==> config.mk <==
export PLATFORM = sky130hd
export DESIGN_NAME = pdv_core
export DESIGN_NICKNAME = d
export VERILOG_FILES = /design/src/rtl/pdv_pkg.sv /design/src/rtl/pdv_csu.sv /design/src/rtl/pdv_core.sv
export SDC_FILE = /design/constraint.sdc
export NUM_CORES = 1
export LEC_CHECK = 0
export BUFFER_PORTS_ARGS = -buffer_cell sky130_fd_sc_hd__buf_2
export CELL_PAD_IN_SITES_DETAIL_PLACEMENT = 0
export CELL_PAD_IN_SITES_GLOBAL_PLACEMENT = 1
export CORE_ASPECT_RATIO = 1.5
export CORE_MARGIN = 5
export CORE_UTILIZATION = 55
export CTS_BUF_LIST = sky130_fd_sc_hd__clkbuf_4 sky130_fd_sc_hd__clkbuf_8
export CTS_CLUSTER_DIAMETER = 30
export DETAILED_ROUTE_END_ITERATION = 10
export PLACE_DENSITY_LB_ADDON = 0.1
export SYNTH_ARGS = -nofsm -noshare
export SYNTH_HDL_FRONTEND = slang
export SYNTH_SLANG_ARGS = --single-unit
==> constraint.sdc <==
create_clock -name clk -period 18.9 [get_ports clk]
set_input_delay 1.89 -clock clk [delete_from_list [all_inputs] [get_ports clk]]
set_output_delay 1.89 -clock clk [all_outputs]
set_load 0.03 [all_outputs]
==> src/rtl/pdv_pkg.sv <==
`timescale 1ns / 1ps
package pdv_pkg;

  localparam int MAX_CLIENTS_DEF = 256;
  localparam int COORD_BITS_DEF  = 16;

  localparam int IDX_W  = 8;
  localparam int CNT_W  = 9;
  localparam int PORT_COORD_W = 16;
  localparam int DIST_W = 21;
  localparam int VIS_W  = 28;

  // radicand is scaled by 2^8 so the root lands in Q.4
  localparam int FRAC_SHIFT = 8;
  // quotient bits left after the fixed leading steps of 2^32 / distance
  localparam int VIS_STEPS = 28;
  // distances up to this value give a quotient of 2^28 or more
  localparam int VIS_SAT_LIMIT = 16;

  localparam logic [CNT_W-1:0]  COUNT_RESET = CNT_W'(256);
  localparam logic [DIST_W-1:0] DIST_MAX    = '1;
  localparam logic [VIS_W-1:0]  VIS_MAX     = '1;

  localparam logic FUNC_STORE = 1'b0;
  localparam logic FUNC_QUERY = 1'b1;

  localparam logic STATUS_OK    = 1'b0;
  localparam logic STATUS_RANGE = 1'b1;

  // start command from the front end to the sequencer
  typedef struct packed {
    logic go;
    logic calc;
    logic err;
  } pdv_job_t;

  function automatic int max2(input int a, input int b);
    return (a > b) ? a : b;
  endfunction

endpackage

==> src/rtl/pdv_csu.sv <==
`timescale 1ns / 1ps
module pdv_csu #(
  parameter int W = 32
) (
  input  logic [W-1:0] a,
  input  logic [W-1:0] b,
  output logic         ge,
  output logic [W-1:0] diff
);

  assign ge   = (a >= b);
  assign diff = a - b;

endmodule

==> src/rtl/pdv_core.sv <==
`timescale 1ns / 1ps
module pdv_core import pdv_pkg::*; #(
  parameter int COORD_BITS = COORD_BITS_DEF,
  parameter int AW         = 8
) (
  input  logic                    clk,
  input  logic                    rst,
  input  pdv_job_t                job,
  input  logic [AW-1:0]           addr_a,
  input  logic [AW-1:0]           addr_b,
  output logic                    busy,
  output logic [AW-1:0]           rd_addr,
  input  logic [2*COORD_BITS-1:0] rd_data,
  output logic                    res_valid,
  input  logic                    res_take,
  output logic [DIST_W-1:0]       res_dist,
  output logic [VIS_W-1:0]        res_vis,
  output logic                    res_status
);

  localparam int CB    = COORD_BITS;
  localparam int PW    = 2 * CB;
  localparam int SUMW  = PW + 1;
  localparam int RADW  = SUMW + FRAC_SHIFT;
  localparam int RB    = (RADW + 1) / 2;
  localparam int RADP  = 2 * RB;
  localparam int SW    = max2(RB + 3, DIST_W + 1);
  localparam int RBX   = max2(RB, DIST_W);
  localparam int STEPS = max2(RB, VIS_STEPS);
  localparam int CW    = $clog2(STEPS + 1);

  localparam logic [3:0] S_IDLE = 4'd0;
  localparam logic [3:0] S_RDA  = 4'd1;
  localparam logic [3:0] S_RDB  = 4'd2;
  localparam logic [3:0] S_DIFF = 4'd3;
  localparam logic [3:0] S_MULX = 4'd4;
  localparam logic [3:0] S_MULY = 4'd5;
  localparam logic [3:0] S_SUM  = 4'd6;
  localparam logic [3:0] S_SQRT = 4'd7;
  localparam logic [3:0] S_VCHK = 4'd8;
  localparam logic [3:0] S_DIV  = 4'd9;
  localparam logic [3:0] S_DONE = 4'd10;

  logic [3:0]        state;
  logic [AW-1:0]     a_q;
  logic [AW-1:0]     b_q;
  logic [CB-1:0]     xa;
  logic [CB-1:0]     ya;
  logic [CB-1:0]     dx;
  logic [CB-1:0]     dy;
  logic [PW-1:0]     prod;
  logic [PW-1:0]     acc;
  logic [RADP-1:0]   rad;
  logic [SW-1:0]     rem;
  logic [RB-1:0]     root;
  logic [VIS_W-1:0]  quo;
  logic [CW-1:0]     cnt;
  logic [DIST_W-1:0] dist_q;
  logic              err_q;

  logic [CB-1:0]     xb;
  logic [CB-1:0]     yb;
  logic [CB-1:0]     mul_in;
  logic [PW-1:0]     mul_out;
  logic [SUMW-1:0]   sum;
  logic [SW-1:0]     sq_a;
  logic [SW-1:0]     div_a;
  logic [SW-1:0]     csu_a;
  logic [SW-1:0]     csu_b;
  logic              csu_ge;
  logic [SW-1:0]     csu_diff;
  logic [RBX-1:0]    root_x;
  logic [DIST_W-1:0] dist_v;

  assign xb = rd_data[PW-1:CB];
  assign yb = rd_data[CB-1:0];

  // one squarer, used for dx then dy
  assign mul_in  = (state == S_MULY) ? dy : dx;
  assign mul_out = mul_in * mul_in;
  assign sum     = SUMW'(acc) + SUMW'(prod);

  // shared compare-subtract: root trial or divisor
  assign sq_a  = {rem[SW-3:0], rad[RADP-1 -: 2]};
  assign div_a = {rem[SW-2:0], 1'b0};
  assign csu_a = (state == S_DIV) ? div_a : sq_a;
  assign csu_b = (state == S_DIV) ? SW'(dist_q) : SW'({root, 2'b01});

  pdv_csu #(.W(SW)) u_csu (
    .a    (csu_a),
    .b    (csu_b),
    .ge   (csu_ge),
    .diff (csu_diff)
  );

  assign root_x = RBX'(root);
  assign dist_v = (root_x > RBX'(DIST_MAX)) ? DIST_MAX : DIST_W'(root_x);

  assign busy       = (state != S_IDLE);
  assign rd_addr    = (state == S_RDB) ? b_q : a_q;
  assign res_valid  = (state == S_DONE);
  assign res_dist   = dist_q;
  assign res_vis    = quo;
  assign res_status = err_q;

  always_ff @(posedge clk) begin
    if (rst) begin
      state <= S_IDLE;
    end else begin
      unique case (state)
        S_IDLE: begin
          if (job.go) begin
            a_q    <= addr_a;
            b_q    <= addr_b;
            err_q  <= job.err;
            dist_q <= '0;
            quo    <= '0;
            state  <= job.calc ? S_RDA : S_DONE;
          end
        end
        S_RDA: begin
          state <= S_RDB;
        end
        S_RDB: begin
          xa    <= xb;
          ya    <= yb;
          state <= S_DIFF;
        end
        S_DIFF: begin
          dx    <= (xa >= xb) ? xa - xb : xb - xa;
          dy    <= (ya >= yb) ? ya - yb : yb - ya;
          state <= S_MULX;
        end
        S_MULX: begin
          prod  <= mul_out;
          state <= S_MULY;
        end
        S_MULY: begin
          acc   <= prod;
          prod  <= mul_out;
          state <= S_SUM;
        end
        S_SUM: begin
          rad   <= RADP'({sum, {FRAC_SHIFT{1'b0}}});
          rem   <= '0;
          root  <= '0;
          cnt   <= CW'(RB);
          state <= S_SQRT;
        end
        S_SQRT: begin
          rad <= {rad[RADP-3:0], 2'b00};
          if (csu_ge) begin
            rem  <= csu_diff;
            root <= {root[RB-2:0], 1'b1};
          end else begin
            rem  <= sq_a;
            root <= {root[RB-2:0], 1'b0};
          end
          cnt <= cnt - CW'(1);
          if (cnt == CW'(1)) begin
            state <= S_VCHK;
          end
        end
        S_VCHK: begin
          dist_q <= dist_v;
          priority if (dist_v == '0) begin
            quo   <= '0;
            state <= S_DONE;
          end else if (dist_v <= DIST_W'(VIS_SAT_LIMIT)) begin
            quo   <= VIS_MAX;
            state <= S_DONE;
          end else begin
            // leading numerator bits 1,0,0,0,0 leave a remainder of 16
            rem   <= SW'(VIS_SAT_LIMIT);
            quo   <= '0;
            cnt   <= CW'(VIS_STEPS);
            state <= S_DIV;
          end
        end
        S_DIV: begin
          rem <= csu_ge ? csu_diff : div_a;
          quo <= {quo[VIS_W-2:0], csu_ge};
          cnt <= cnt - CW'(1);
          if (cnt == CW'(1)) begin
            state <= S_DONE;
          end
        end
        S_DONE: begin
          if (res_take) begin
            state <= S_IDLE;
          end
        end
        default: begin
          state <= S_IDLE;
        end
      endcase
    end
  end

endmodule

==> results of run 1 <==
==> cell families after synthesis <==
kind of cell    after synthesis  share of synthesized area (%)
flops                       279                          35.54
mux                          66                          2.922
buf+inv                     415                          6.751
compound gates              466                          12.61
xor+xnor                    104                          3.882
fa+ha+maj                   382                          25.78
simple gates                637                          12.52
==> layout by cell type, fill, tap and decap left out, types with 15 or more instances in the layout <==
cell type and n:
nor3_1 25, and2_1 49, nor2_1 151, inv_1 332
a21o_1 52, clkbuf_8 55, nand2_1 264, fa_1 169
mux2_2 20, nand4_1 18, mux2i_1 46, edfxtp_1 275
nor2b_1 21, o21ai_0 109, o21bai_1 22, a21oi_1 138
xor2_1 46, ha_1 213, buf_4 23, nand3_1 27
xnor2_1 58, a221oi_1 15, buf_2 113
==> final cells by class <==
| cell class | instances | area share, % |
|---|---|---|
| multi-input cells | 1655 | 52.64 |
| repair buffers | 136 | 2.848 |
| flip-flops and latches | 279 | 32.17 |
| clock buffers | 62 | 3.123 |
| inverters | 338 | 4.895 |
| clock inverters | 40 | 1.593 |
| well taps | 564 | 2.723 |
| diodes | 1 | 0.009654 |
==> worst max-delay path by stage <==
| stage | start | end | slack (ns) | cells past startpoint |
|---|---|---|---|---|
| after detailed placement | state[2] | prod[31] | 9.82 | 25 |
| after global routing | state[2] | prod[31] | 9.16 | 25 |
| after global placement | state[2] | prod[31] | 10.09 | 25 |
| after CTS | state[2] | prod[31] | 9.79 | 25 |
| after floorplan | state[2] | prod[31] | 10.98 | 26 |
| final | state[2] | prod[31] | 9.73 | 25 |
==> power by group through the flow <==
stage	sequential, mW	combinational, mW	clock, mW
6_report	0.963	3.02	0.665
5_1_grt	0.971	3.39	0.716
4_1_cts	0.963	3.04	0.685
3_5_place_dp	0.976	3.01	0
3_3_place_gp	0.973	2.97	0
2_1_floorplan	0.999	2.29	0
==> worst max-delay path, stage by stage, from the launching register on <==
cell and delay (ns):
dfxtp_1 0.73, nand2_1 0.27, nor3_2 0.17, buf_4 0.33, mux2i_1 0.70, clkinv_1 0.58, nand2_1 0.28, inv_1 0.08
fa_1 0.48, fa_1 0.52, fa_1 0.52, fa_1 0.53, fa_1 0.55, inv_1 0.06, fa_1 0.53, inv_1 0.05
ha_1 0.33, and3_1 0.22, a221oi_1 0.38, o21ai_0 0.15, a31o_2 0.26, o21ai_0 0.32, a31oi_1 0.18, a211oi_1 0.38
a21oi_1 0.16, xnor2_1 0.15
==> synthesized netlist by cell type (4+ instances only) <==
| library cell | n | area, µm² |
|---|---|---|
| nor3_1 | 26 | 130.1 |
| a221o_1 | 4 | 40.04 |
| a211oi_1 | 12 | 90.09 |
| inv_1 | 332 | 1246 |
| o31a_1 | 4 | 35.03 |
| xnor2_1 | 58 | 508.0 |
| nor2_1 | 152 | 570.6 |
| a21o_1 | 52 | 390.4 |
| dfxtp_1 | 4 | 80.08 |
| clkinv_1 | 5 | 18.77 |
| buf_1 | 6 | 22.52 |
| o22ai_1 | 8 | 50.05 |
| clkbuf_1 | 57 | 214.0 |
| nand2b_1 | 14 | 87.58 |
| nand2_1 | 264 | 991.0 |
| mux2_2 | 20 | 225.2 |
| a221oi_1 | 15 | 131.4 |
| nand3b_1 | 4 | 30.03 |
| nor3b_1 | 5 | 37.54 |
| or3_1 | 6 | 37.54 |
| buf_2 | 12 | 60.06 |
| o211ai_1 | 14 | 105.1 |
| and3_1 | 14 | 87.58 |
| o21ai_0 | 109 | 545.5 |
| a31oi_1 | 13 | 81.33 |
| o31ai_1 | 13 | 97.59 |
| nor4_1 | 10 | 62.56 |
| nand3_1 | 27 | 135.1 |
| nand4_1 | 18 | 112.6 |
| xor2_1 | 46 | 402.9 |
| fa_1 | 169 | 3383 |
| nor4b_1 | 7 | 61.31 |
| o21bai_1 | 22 | 165.2 |
| o21a_1 | 13 | 97.59 |
| edfxtp_1 | 275 | 8258 |
| nor2b_1 | 21 | 131.4 |
| and2_1 | 49 | 306.5 |
| a21oi_1 | 139 | 695.7 |
| mux2i_1 | 46 | 460.4 |
| a21boi_0 | 6 | 45.04 |
| or2_2 | 6 | 37.54 |
| ha_1 | 213 | 2665 |
==> per-stage QoR <==
stage | cells | power [mW]
after global placement | 2972 | 3.941
final | 3075 | 4.645
after floorplan | 2349 | 3.285
after CTS | 3074 | 4.685
after global routing | 3075 | 5.078
after detailed placement | 2972 | 3.989
==> registers in the layout, indices dropped and copies added (netlist names), 16 cells and up <==
signal and cells:
acc 31, xa 16, res_dist 21, dy 16, root 21, rad 34, ya 16, dx 16
res_vis 28, prod 31, rem 23
==> metal layers <==
layer	share of wire [%]	vias to the layer above	GRT usage, %
li1	-	8291	-
met2	56	400	48.02
met4	8.1	0	16.86
met1	33	8222	22.66
met3	3.3	191	2.964
met5	0	-	0
==> flow_metrics.tcl, run 1 <==
set metrics [dict create \
    path_clk_slew_ns 0.06 \
    ctsLongestPathBuffers 3 \
    hp-class "reg2reg" \
    dpl_cell_area_mm2 0.02469 \
    finalSetupViolations 0 \
    worstHoldStart "prod[21]" \
    synthFlopType "edfxtp_1" \
    clkSinkCount 279 \
    cts-buffers-inserted 55 \
    holdPathEnd "acc[21]" \
    multi_input_area_mm2 0.01364 \
    drtAntennaViolNets 0 \
    cp-start-kind "flip-flop" \
    cts-root-buf "clkbuf_8" \
    synth_edf_count 275 \
    fillers 3712 \
    cts_setup_buffers 0 \
    hold_depth 0 \
    dieArea_mm2 0.04698 \
    yosysWarnings 0 \
    fin_area_mm2 0.02592 \
    finalCriticalPeriod_ns 9.174 \
    reg2reg_to "prod[31]" \
    p_int_mw 2.536 \
    critPathCaptureType "flip-flop" \
    skew_ns 0.02696 \
    hold_ws_ns 0.4614 \
    setup_ws_ns 9.726 \
    status "finished, final reports clean" \
    gp_congestion 0.9778 \
    hold_viol 0 \
    grt_pass1_vias 18230 \
    ys_seq_area_share_pct 35.54 \
    async_flop_share_pct 0 \
    dp_slack_ns 9.816 \
    clock_latency_ns 0.64 \
    r2r_start "state[2]" \
    rows 92 \
    cp.required_ns 19.29 \
    port_buffers 113 \
    irDropWorstVdd_uv 146.8 \
    cp.arrival_ns 9.56 \
    die_w_um 178.6 \
    grt_overflow 0 \
    die_h_um 263.0 \
    antenna_found_initial 1 \
    p_per_area_mw_per_mm2 179.2 \
    place_hpwl_um 45870 \
    syn_inst 2349 \
    power.share.clock_pct 14.3 \
    synth.distinct_cells 77 \
    tns_ns 0 \
    synth-seq-cells 279 \
    tightest_slew_ns 1.198 \
    comb_power_share_pct 65.0 \
    crit_fanout 20 \
    dr.pass1.iters 5 \
    grt_max_degree 83 \
    path_class "reg2reg" \
    cts_resized 0 \
    htreeDepth 2 \
    switching_share_pct 45.41 \
    drive_above_1_share_pct 11.39 \
    regArea_mm2 0.008338 \
    cap_violations 0 \
    max_freq_mhz 109.0 \
    drc_errors 0 \
    p_leak_nw 11.64 \
    via_per_inst 5.562 \
    grt_pass1_wl_um 91290 \
    io_pins 114 \
    syn2layout_area_growth_pct 10.47 \
    final_util_pct 61.52 \
    reg2regPathDepth 25 \
    num_vias 17100 \
    nNetsFinal 2901 \
    start_util_pct 55.69 \
    slew_viol_final 0 \
    finalCritPeriodShare_pct 48.54 \
    track_usage_pct 24.52 \
    syn_nets 2785 \
    p_sw_mw 2.109 \
    pwr-share-seq_pct 20.7 \
    relSlewSlack_pct 19.76 \
    rsz0062_at_grt "no" \
    coreArea_mm2 0.04213 \
    syn_area_mm2 0.02346 \
    wire_per_inst_um 18.70 \
    wirelength_um 57490 \
    postSynthAreaPerCell_um2 9.989 \
    reg2reg_slack_ns 9.73 \
    drtIter0Drc 760 \
    tritoncts "yes" \
    hold_buffers 0 \
]
Note: power is estimated with default switching activity, not from simulation.
==> inputs of run 2 (changes only) <==
Settings changed: CORE_UTILIZATION 55 to 46.
Clock period 18.9 ns to 7.9 ns, I/O delays scaled along.
==> run 2 against run 1 <==
Compared with the run above: first-iteration DRC count fell by 17%; cell area up 1.9%; largest power group unchanged; worst hold slack lost 0.17 ns; sequential share of layout area fell by 0.59 points; clock skew decreased by 0.0043 ns; via count shrank 0.36%.
==> flow_metrics.tcl, run 2 (same netlist as run 1, synthesis figures left out) <==
set metrics [dict create \
    drtIter0Drc 633 \
    rows 101 \
    most-common-layout-cells "inv_1, edfxtp_1, nand2_1" \
    worstHoldStart "addr_b[4]" \
    tritoncts "yes" \
    wirelength_um 57710 \
    fin_area_mm2 0.02640 \
    r2r_start "state[0]" \
    finalCritPeriodShare_pct 94.23 \
    grt_overflow 0 \
    clock_latency_ns 0.67 \
    slew_viol_final 0 \
    hold_viol 0 \
    final_util_pct 52.23 \
    grt_pass1_wl_um 93310 \
    cp.arrival_ns 7.96 \
    crit_path_frequent_cell "fa_1" \
    status "finished, final reports clean" \
    htreeDepth 2 \
    p_leak_nw 11.83 \
    clkSinkCount 279 \
    wire_per_inst_um 17.98 \
    num_vias 17040 \
    final_common_cell "inv_1" \
    p_per_area_mw_per_mm2 423.2 \
    path_clk_slew_ns 0.06 \
    finalCriticalPeriod_ns 7.445 \
    coreArea_mm2 0.05055 \
    die_w_um 194.4 \
    cts-root-buf "clkbuf_8" \
    drtAntennaViolNets 0 \
    dieArea_mm2 0.05572 \
    port_buffers 113 \
    path_class "reg2reg" \
    tightest_slew_ns 1.250 \
    hold_ws_ns 0.2917 \
    drive_above_1_share_pct 12.40 \
    critPathTopFamily "adder cells" \
    nNetsFinal 2930 \
    track_usage_pct 20.70 \
    hold_buffers 0 \
    irDropWorstVdd_uv 434.5 \
    grt_max_degree 93 \
    instances_no_fill 3210 \
    largest_registers "rad x34, acc x31, prod x31" \
    crit_fanout 20 \
    critPathCaptureType "flip-flop" \
    dpl_cell_area_mm2 0.02505 \
    place_hpwl_um 46180 \
    cap_violations 0 \
    tns_ns 0 \
    rsz0062_at_grt "no" \
    gp_congestion 0.9478 \
    largest_register "rad" \
    dr.pass1.iters 5 \
    reg2reg_to "prod[30]" \
    cp-start-kind "flip-flop" \
    cpPeakStageDelay_ns 0.50 \
    start_util_pct 46.42 \
    syn2layout_area_growth_pct 12.52 \
    drc_errors 0 \
    relSlewSlack_pct 16.33 \
    finalSetupViolations 0 \
    antenna_found_initial 1 \
    ctsLongestPathBuffers 3 \
    placed_cells 3103 \
    cp.required_ns 8.42 \
    hold_depth 1 \
    worstPathBufferInverterCount 8 \
    hp-class "in2reg" \
    grt_pass1_vias 18280 \
    die_h_um 286.6 \
    skew_ns 0.02267 \
    max_freq_mhz 134.3 \
    largest_register_ffs 34 \
    cts-buffers-inserted 58 \
    holdPathEnd "b_q[4]" \
    io_pins 114 \
    slowest_stage "fa_1" \
    reg2regPathDepth 28 \
    via_per_inst 5.309 \
    reg2reg_slack_ns 0.46 \
]
-- run 2: worst max path at each step --
stage,from,end,slack (ns),cells after the start
floorplan,state[2],prod[31],0.14,26
global placement,state[0],prod[31],0.51,25
detailed placement,state[0],prod[31],0.37,25
CTS,state[0],prod[31],0.32,27
global route,state[0],prod[31],0.009,25
finish,state[0],prod[30],0.46,28
-- run 2: stage by stage --
| stage | power, mW | setup slack, ns |
|---|---|---|
| floorplan | 7.860 | 0.1441 |
| global placement | 9.410 | 0.5144 |
| detailed placement | 9.496 | 0.3656 |
| CTS | 11.33 | 0.3167 |
| global route | 12.37 | 0.008819 |
| finish | 11.17 | 0.4555 |
-- run 2: power by group --
| group | internal [mW] | switching [mW] | total (mW) |
|---|---|---|---|
| Clock | 1.04 | 0.707 | 1.75 |
| Combinational | 3.00 | 4.15 | 7.16 |
| Sequential | 2.19 | 0.0741 | 2.26 |
-- run 2: final cells by class --
class / count / area (µm²)
Antenna cell: 1 / 2.502
Clock buffer: 67 / 865.8
Clock inverter: 39 / 481.7
Fill cell: 4751 / 24150
Inverter: 338 / 1269
Multi-Input combinational cell: 1655 / 13650
Sequential cell: 279 / 8338
Tap cell: 669 / 837.1
Timing Repair Buffer: 162 / 958.4
-- run 2: per-layer routing --
| layer | part of all wire, % | global-route usage, % | up-vias | wire length [µm] |
|---|---|---|---|---|
| met3 | 2.8 | 2.631 | 169 | 1599 |
| met4 | 6.5 | 11.71 | 0 | 3770 |
| li1 | - | - | 8340 | - |
| met2 | 56 | 41.84 | 334 | 32470 |
| met5 | 0 | 0 | - | 0 |
| met1 | 34 | 19.70 | 8199 | 19870 |
-- run 2: worst register-to-register path, delay by kind of cell (launching register included) --
kind	cells	cell delay, ns
buffers and inverters	8	0.86
and+or+nand+nor	5	1.01
DFF	1	0.33
adders and majority gates	7	3.27
muxes	1	0.33
AOI/OAI and AO/OA	7	1.50
-- run 2: what timing repair did --
item / CTS / global route
gates resized for setup: 0 / 2
buffers inserted: 0 / 0
endpoints found under the setup margin: 0 / 2
